**config.mk**
```make
export PLATFORM = sky130hd
export DESIGN_NAME = record_keyword_search
export DESIGN_NICKNAME = d
export VERILOG_FILES = /design/src/rtl/rks_pkg.sv /design/src/rtl/record_keyword_search.sv
export SDC_FILE = /design/constraint.sdc
export NUM_CORES = 1
export LEC_CHECK = 0
export BUFFER_PORTS_ARGS = -buffer_cell sky130_fd_sc_hd__buf_2
export CORE_ASPECT_RATIO = 0.5
export CORE_UTILIZATION = 40
export CTS_CLUSTER_SIZE = 20
export DETAILED_ROUTE_END_ITERATION = 16
export GPL_TIMING_DRIVEN = 0
export HOLD_SLACK_MARGIN = 0.02
export RECOVER_POWER = 100
export SLEW_MARGIN = 20
export SYNTH_ARGS = -nofsm -noshare
export SYNTH_HDL_FRONTEND = slang
export SYNTH_SLANG_ARGS = --single-unit
```
**constraint.sdc**
```tcl
create_clock -name clk -period 6.85 [get_ports clk]
set_input_delay 1.37 -clock clk [delete_from_list [all_inputs] [get_ports clk]]
set_output_delay 1.37 -clock clk [all_outputs]
set_load 0.01 [all_outputs]
```
**src/rtl/rks_pkg.sv**
```systemverilog
package rks_pkg;

  localparam int KEY_MAX_DEFAULT = 56;
  localparam int CHAR_W = 8;
  localparam int KEY_LEN_W = 6;
  localparam int CFG_INDEX_W = 3;
  localparam int CFG_DATA_W = 64;
  localparam int REC_NUM_W = 16;

  localparam logic [CFG_INDEX_W-1:0] REG_KEY_LENGTH  = 3'd0;
  localparam logic [CFG_INDEX_W-1:0] REG_KEY_CHARS_0 = 3'd1;

  localparam logic [CHAR_W-1:0] CHAR_UPPER_A = 8'h41;
  localparam logic [CHAR_W-1:0] CHAR_UPPER_Z = 8'h5A;
  localparam logic [CHAR_W-1:0] CASE_OFFSET  = 8'h20;
  localparam logic [CHAR_W-1:0] CHAR_NUL     = 8'h00;

  typedef struct packed {
    logic [CHAR_W-1:0] text_char;
    logic              has_char;
    logic              last_of_field;
    logic              last_of_record;
  } in_item_t;

  function automatic logic [CHAR_W-1:0] fold_case(input logic [CHAR_W-1:0] c);
    logic [CHAR_W-1:0] r;
    r = c;
    if (c >= CHAR_UPPER_A && c <= CHAR_UPPER_Z) begin
      r = c + CASE_OFFSET;
    end
    return r;
  endfunction

endpackage

```
**src/rtl/record_keyword_search.sv**
```systemverilog
// A record-ending beat passes the input item register; its result is then registered out.
// Throughput: one character beat per cycle, unless a record end waits on a stalled result.
// The keyword comparators work on all key positions in parallel against each beat.
// Reset (synchronous, active high) clears the keyword, the match state and the record count.
// No clearing pass is needed; the block takes beats in the first cycle after reset.
module record_keyword_search
  import rks_pkg::*;
#(
  parameter int KEY_MAX = KEY_MAX_DEFAULT
) (
  input  logic                   clk,
  input  logic                   rst,
  input  logic                   s_tvalid,
  output logic                   s_tready,
  input  logic [CHAR_W-1:0]      s_tdata,   // text_char
  input  logic [1:0]             s_tuser,   // has_char, last_of_field
  input  logic                   s_tlast,   // last_of_record
  output logic                   m_tvalid,
  input  logic                   m_tready,
  output logic [REC_NUM_W-1:0]   m_tdata,   // record_number
  output logic                   m_tuser,   // record_hit
  input  logic                   cfg_valid,
  output logic                   cfg_ready,
  input  logic [CFG_INDEX_W-1:0] cfg_index,
  input  logic [CFG_DATA_W-1:0]  cfg_data
);

  logic [KEY_LEN_W-1:0] key_length;
  logic [CHAR_W-1:0]    key_fold [KEY_MAX];

  in_item_t             item;
  logic                 item_valid;

  logic [KEY_MAX-1:0]   partial_match;
  logic [KEY_MAX-1:0]   partial_match_next;
  logic                 record_hit_seen;
  logic                 record_hit_seen_next;
  logic [REC_NUM_W-1:0] record_counter;

  logic                 out_valid;
  logic [REC_NUM_W-1:0] out_number;
  logic                 out_hit;

  logic [KEY_MAX-1:0]   key_nonzero;
  logic [KEY_MAX-1:0]   key_use;
  logic [KEY_MAX-1:0]   key_last;
  logic [KEY_MAX-1:0]   char_eq;
  logic [KEY_MAX-1:0]   match_step;
  logic [CHAR_W-1:0]    char_fold;
  logic                 item_advance;
  logic                 key_empty;

  assign cfg_ready = 1'b1;

  always_ff @(posedge clk) begin
    if (rst) begin
      key_length <= '0;
      for (int j = 0; j < KEY_MAX; j++) begin
        key_fold[j] <= CHAR_NUL;
      end
    end else if (cfg_valid) begin
      if (cfg_index == REG_KEY_LENGTH) begin
        key_length <= cfg_data[KEY_LEN_W-1:0];
      end
      for (int j = 0; j < KEY_MAX; j++) begin
        if (cfg_index == CFG_INDEX_W'(int'(REG_KEY_CHARS_0) + (j >> 3))) begin
          key_fold[j] <= fold_case(cfg_data[CHAR_W*(j & 7) +: CHAR_W]);
        end
      end
    end
  end

  // Keyword positions in use: below key_length and before the first zero byte.
  always_comb begin
    for (int j = 0; j < KEY_MAX; j++) begin
      key_nonzero[j] = (key_fold[j] != CHAR_NUL);
    end
    for (int j = 0; j < KEY_MAX; j++) begin
      key_use[j] = (int'(key_length) > j) &&
                   ((key_nonzero | ~({KEY_MAX{1'b1}} >> (KEY_MAX - 1 - j))) == '1);
    end
    key_last  = key_use & ~(key_use >> 1);
    key_empty = !key_use[0];
  end

  assign char_fold = fold_case(item.text_char);

  always_comb begin
    for (int j = 0; j < KEY_MAX; j++) begin
      char_eq[j] = (key_fold[j] == char_fold);
    end
    match_step = ((partial_match << 1) | KEY_MAX'(1)) & char_eq & key_use;

    partial_match_next   = partial_match;
    record_hit_seen_next = record_hit_seen;
    if (item.has_char && !key_empty) begin
      partial_match_next = match_step;
      if ((match_step & key_last) != '0) begin
        record_hit_seen_next = 1'b1;
      end
    end
    if (item.last_of_field || item.last_of_record) begin
      partial_match_next = '0;
    end
  end

  assign item_advance = item_valid && (!item.last_of_record || !out_valid || m_tready);
  assign s_tready     = !item_valid || item_advance;

  always_ff @(posedge clk) begin
    if (rst) begin
      item_valid <= 1'b0;
    end else if (s_tready) begin
      item_valid <= s_tvalid;
    end
  end

  always_ff @(posedge clk) begin
    if (s_tvalid && s_tready) begin
      item.text_char      <= s_tdata;
      item.has_char       <= s_tuser[0];
      item.last_of_field  <= s_tuser[1];
      item.last_of_record <= s_tlast;
    end
  end

  always_ff @(posedge clk) begin
    if (rst) begin
      partial_match   <= '0;
      record_hit_seen <= 1'b0;
      record_counter  <= '0;
    end else if (item_advance) begin
      partial_match <= partial_match_next;
      if (item.last_of_record) begin
        record_hit_seen <= 1'b0;
        record_counter  <= record_counter + 1'b1;
      end else begin
        record_hit_seen <= record_hit_seen_next;
      end
    end
  end

  always_ff @(posedge clk) begin
    if (rst) begin
      out_valid <= 1'b0;
    end else if (item_advance && item.last_of_record) begin
      out_valid <= 1'b1;
    end else if (m_tready) begin
      out_valid <= 1'b0;
    end
  end

  always_ff @(posedge clk) begin
    if (item_advance && item.last_of_record) begin
      out_number <= record_counter;
      out_hit    <= record_hit_seen_next || key_empty;
    end
  end

  assign m_tvalid = out_valid;
  assign m_tdata  = out_number;
  assign m_tuser  = out_hit;

endmodule

```
-- Word level (Yosys, flattened, before mapping)
Memories as Yosys holds them, arrays and structs flattened.
Index checks and enable logic that the tools add are counted.
- register bits after elaboration: 108
- memory bits (writable): 448
- output and inout bits: 20
- memories: 1
- memories (memory ; depth ; width ; rd ports ; clocked after Yosys merged registers in ; wr ports ; RTL line ; text):
    key_fold ; 56 ; 8 ; 56 ; 0 ; 56 ; record_keyword_search.sv:29 ; logic [CHAR_W-1:0] key_fold [KEY_MAX];
- add/subtract/negate cells: 10
- order comparisons: 74
- eq/ne operators: 118
- muxes and demuxes: 270
- bitwise logic cells: 61
- reductions and logical operators: 141
- operators with widths (kind ; number):
    $mux 8 ; 233
    $eq 8x8->1 ; 56
    $reduce_bool 8->1 ; 56
    $and 56x56->56 ; 4
    $gt 6x6->1 const B ; 24
    $mux 55 ; 2
    $gt 6x5->1 const B ; 16
    $add 8x6->8 const B ; 9
    $ge 8x7->1 const B ; 9
    $le 8x7->1 const B ; 9
    $logic_and 1x1->1 ; 69
    $eq 56x56->1 const B ; 1
    $not 55->56 ; 1
    $or 1x1->1 ; 56
    $reduce_bool 56->1 ; 1
    $eq 55x55->1 const B ; 1
    $eq 54x54->1 const B ; 1
    $eq 53x53->1 const B ; 1
    $eq 52x52->1 const B ; 1
    $eq 51x51->1 const B ; 1
    $eq 50x50->1 const B ; 1
    $eq 49x49->1 const B ; 1
    $eq 48x48->1 const B ; 1
    $gt 6x4->1 const B ; 8
    other kinds (58) ; 112

-- Logic depth before layout (Yosys ltp)
- depth in word-level cells: 11
- mapped depth: 16
- depth with buffers taken out: 12

-- Worst setup path before layout
Ideal clock, no wire load.
- path type: in2reg
- start point: input rst
- end point: memory key_fold[0][0] (enable)
- data arrival time: 3.451 ns
- data required time: 6.418 ns
- slack: 2.966 ns
- stages: 3
- path buffers: 2
- cell sequence: clkbuf_1 clkbuf_1 nand2b_1
- RTL lines (what ; RTL line ; text):
    from (decl) ; record_keyword_search.sv:12 ; input logic rst,
    to (decl) ; record_keyword_search.sv:29 ;

==> metrics.md <==
| Metric | Value |
|---|---|
| Status | complete, but fails checks |
| Failing checks | DRC, capacitance limit, slew limit |
| CTS max path bufs | 3 |
| Hold_buf cts | 0 |
| EDFF count, synth | 476 |
| Yosys top cell area share | 0.4919 |
| ANT nets after route | 0 |
| Setup Skew | 0.04345 ns |
| Max-slew headroom | -0.5335 |
| IO Port Bufs | 101 |
| Initial detailed-routing violation count | 4591 |
| Clk pin slew, worst setup/hold paths | 0.07 ns |
| R2R Path End | partial_match[43] |
| Post-Syn Nets | 2841 |
| Cells after Synth | 2748 |
| Final Hold Viols | 0 |
| Die height | 192.6 um |
| Vias per cell | 6.393 |
| Overflow left after global routing | 0 |
| Leading area contributor after synthesis | edfxtp_1 |
| DR WL/cell | 37.11 um |
| CP endpoint | partial_match[43] |
| Max Freq | 147.1 MHz |
| Core ar. | 71400 um^2 |
| Die width | 383.2 um |
| Starting density of the core | 0.4070 |
| Critical path arrival | 7.34 ns |
| Final nets | 3012 |
| RSZ-0062 raised after global routing | false |
| Synth unique cells | 91 |
| # IOs | 103 |
| CP Class | register to register |
| RePlAce Congestion | 1.080 |
| GRT Overall Usage | 0.3890 |
| Non-filler cells, final | 3923 |
| Post-synth ARST share | 0 |
| Num CTS Buffers | 53 |
| Crit share post-route | 0.9925 |
| Count of final max-slew check failures | 342 |
| Cts repair resizes | 0 |
| Root Buffer | clkbuf_16 |
| Worst-Margin Slew | 2.279 ns |
| Post-synthesis xor/xnor area fraction | 0.1160 |
| Critical Path End Type | register |
| Largest net degree at the start of global routing | 49 |
| First-pass GRT wire length | 191600 um |
| Simple-Gate Fraction of Synth Area | 0.1995 |
| Skew-Pair Late Insertion Delay | 0.66 ns |
| Worst reg2reg setup slack | 0.05 ns |
| Worst min path class | register to register |
| Critical path peak fanout | 10 |
| Max-Cap Viols | 16 |
| Pre-antenna DRT Iters | 12 |
| Hold slack | 0.4613 ns |
| Routed WL | 145600 um |
| Ys Warns | 0 |
| Placed cell count | 3821 |
| Area after DPL | 31150 um^2 |
| Top cells by area, synth | edfxtp_1, xnor2_1, xor2_1 |
| Final Setup Violations | 0 |
| Synth Area in Compound Gates | 0.08564 |
| Post-synth top flop | edfxtp_1 |
| FF+latch count, synth | 556 |
| Largest family of logic cells by synthesized area | simple AND/OR/NAND/NOR gates |
| Mean Syn Cell Area | 10.57 um^2 |
| Number of global-route vias before repair | 22490 |
| Multiplexer share of the synthesized area | 0.004865 |
| Fin crit period | 6.799 ns |
| Synthesized area | 29060 um^2 |
| Clock sinks | 556 |
| Worst R2R Path Depth | 9 |
| Adder-cell share of the synthesized area | 0.004306 |
| Sum Neg Setup Slack | 0 ns |
| H-tree Lvls | 2 |
| Crit path launch | key_fold[0][5] |
| Pleak | 11.55 nW |
| Area added between synthesis and finish | 12.83% |
| Critical path startpoint category | register |
| Initial antenna violation count | 10 |
| Total number of vias | 25080 |
| Die footprint | 73800 um^2 |
| Drt drc | 4 |
| HPWL Detailed | 111500 um |
| Max VDD drop | 0.0001946 V |
| P per Cell Area | 259.8 nW/um^2 |
| Sequential fraction of the synthesis area | 0.5470 |
| Row cnt | 69 |
| TritonCTS clock tree | built |
| Worst Path Required | 7.39 ns |
| Setup ws final | 0.05115 ns |
| Placement Setup Slack | 0.5525 ns |
| Layout cells sized above 1 | 0.1009 |
| FF-to-FF Start | key_fold[0][5] |
| Setup Buffers After CTS | 0 |
| Final instance area | 32790 um^2 |
[how the worst min path moves through the flow]
stage	startpoint	endpoint	slack, ns	cells after the start
floorplan	partial_match[35]	partial_match[35]	0.43	2
global placement	record_counter[15]	m_tdata[15]	0.43	0
detailed placement	partial_match[35]	partial_match[35]	0.45	2
CTS	partial_match[4]	partial_match[4]	0.46	2
global route	record_counter[15]	m_tdata[15]	0.47	0
finish	record_counter[15]	m_tdata[15]	0.46	0
[state kept, by name, indices dropped and copies added, names as in the netlist]
register	flops
key_fold	448
m_tvalid	1
record_counter	16
record_hit_seen	1
item	11
m_tdata	16
key_length	6
item_valid	1
partial_match	55
m_tuser	1
[per-stage QoR]
| stage | util | total power (W) |
|---|---|---|
| 6_report | 0.4592 | 0.008517 |
| 5_1_grt | 0.4591 | 0.008672 |
| 4_1_cts | 0.4626 | 0.008453 |
| 3_5_place_dp | 0.4363 | 0.005235 |
| 3_3_place_gp | 0.4309 | 0.005210 |
| 2_1_floorplan | - | 0.004699 |
[cell type report]
class                           count  area, um^2
Antenna cell                        2       5.005
Multi-Input combinational cell   1891       11980
Tap cell                          958        1199
Clock inverter                     29       349.1
Buffer                            155       693.2
Fill cell                        6714       38610
Timing Repair Buffer              116       584.3
Sequential cell                   556       15900
Inverter                          146       548.0
Clock buffer                       70        1535
[synthesized netlist by cell type, types with 9 or more instances]
cell and count:
a22oi_1 20, edfxtp_1 476, buf_4 12, nor4b_1 19, a21oi_1 100, or3_1 11
o211ai_1 19, buf_1 20, nand2_1 128, xor2_1 183, or4_1 54, dfxtp_1 80
nand3b_1 9, nor2b_1 21, o221ai_1 15, inv_1 146, nor3_1 49, o21ai_0 42
and2_1 10, buf_2 35, nand3_1 67, a21o_1 9, nand2b_1 66, a2111oi_0 14
xnor2_1 202, o22ai_1 17, nor4_1 137, a32oi_1 14, nor2_1 426, and3_1 17
nand4_1 51, mux2i_1 13, clkbuf_1 85, o2111ai_1 16, a211oi_1 13, or2_2 20
ha_1 10
[worst max-delay path: stages (launching register included)]
cell and delay [ns]:
edfxtp_1 0.43, nor4_1 0.10, and2_0 0.25, nor4_1 1.80, nand4_4 0.65, nor2_1 0.94, nand2_1 0.69, nor2_1 0.86
or4b_2 0.75, a21oi_1 0.19
[cell families (layout without fill, tap and decap cells)]
logic type	after synthesis	in the layout
flip-flops	556	556
buffers and inverters	301	516
XOR/XNOR	385	385
AND/OR/NAND/NOR	1125	1125
multiplexers	14	14
adder cells (fa/ha/maj)	10	10
AO/OA/AOI/OAI	356	356
other	1	3
[routing by layer]
layer  global-route usage  wire (um)  vias up
li1                     -          -    10310
met2               0.5008      53930     1880
met3               0.1685      23690      292
met4               0.1303       5457        4
met5                    0         50        -
met1               0.5683      62470    12600
[placed cells by master, fill, tap and decap left out, types with 19 or more instances in the layout]
cell type,synthesis,final
edfxtp_1,476,476
a21oi_1,100,100
nor4_1,137,134
inv_1,146,146
or4_1,54,54
o21ai_0,42,43
o211ai_1,19,19
a22oi_1,20,20
buf_2,35,115
dfxtp_1,80,80
nand4_1,51,51
nand2b_1,66,66
clkbuf_1,85,124
nand2_1,128,128
nand3_1,67,67
nor3_1,49,48
xnor2_1,202,202
xor2_1,183,183
nor2b_1,21,21
or2_2,20,19
nor2_1,426,425
clkbuf_16,0,57
[power breakdown]
| part | internal, W | leakage, nW | switching [W] |
|---|---|---|---|
| sequential | 0.00392 | 5.28 | 0.000197 |
| combinational | 0.000311 | 5.36 | 0.000801 |
| clock | 0.00185 | 0.918 | 0.00144 |
| total | 0.00608 | 11.6 | 0.00244 |
Note: power is estimated with default switching activity, not from simulation.
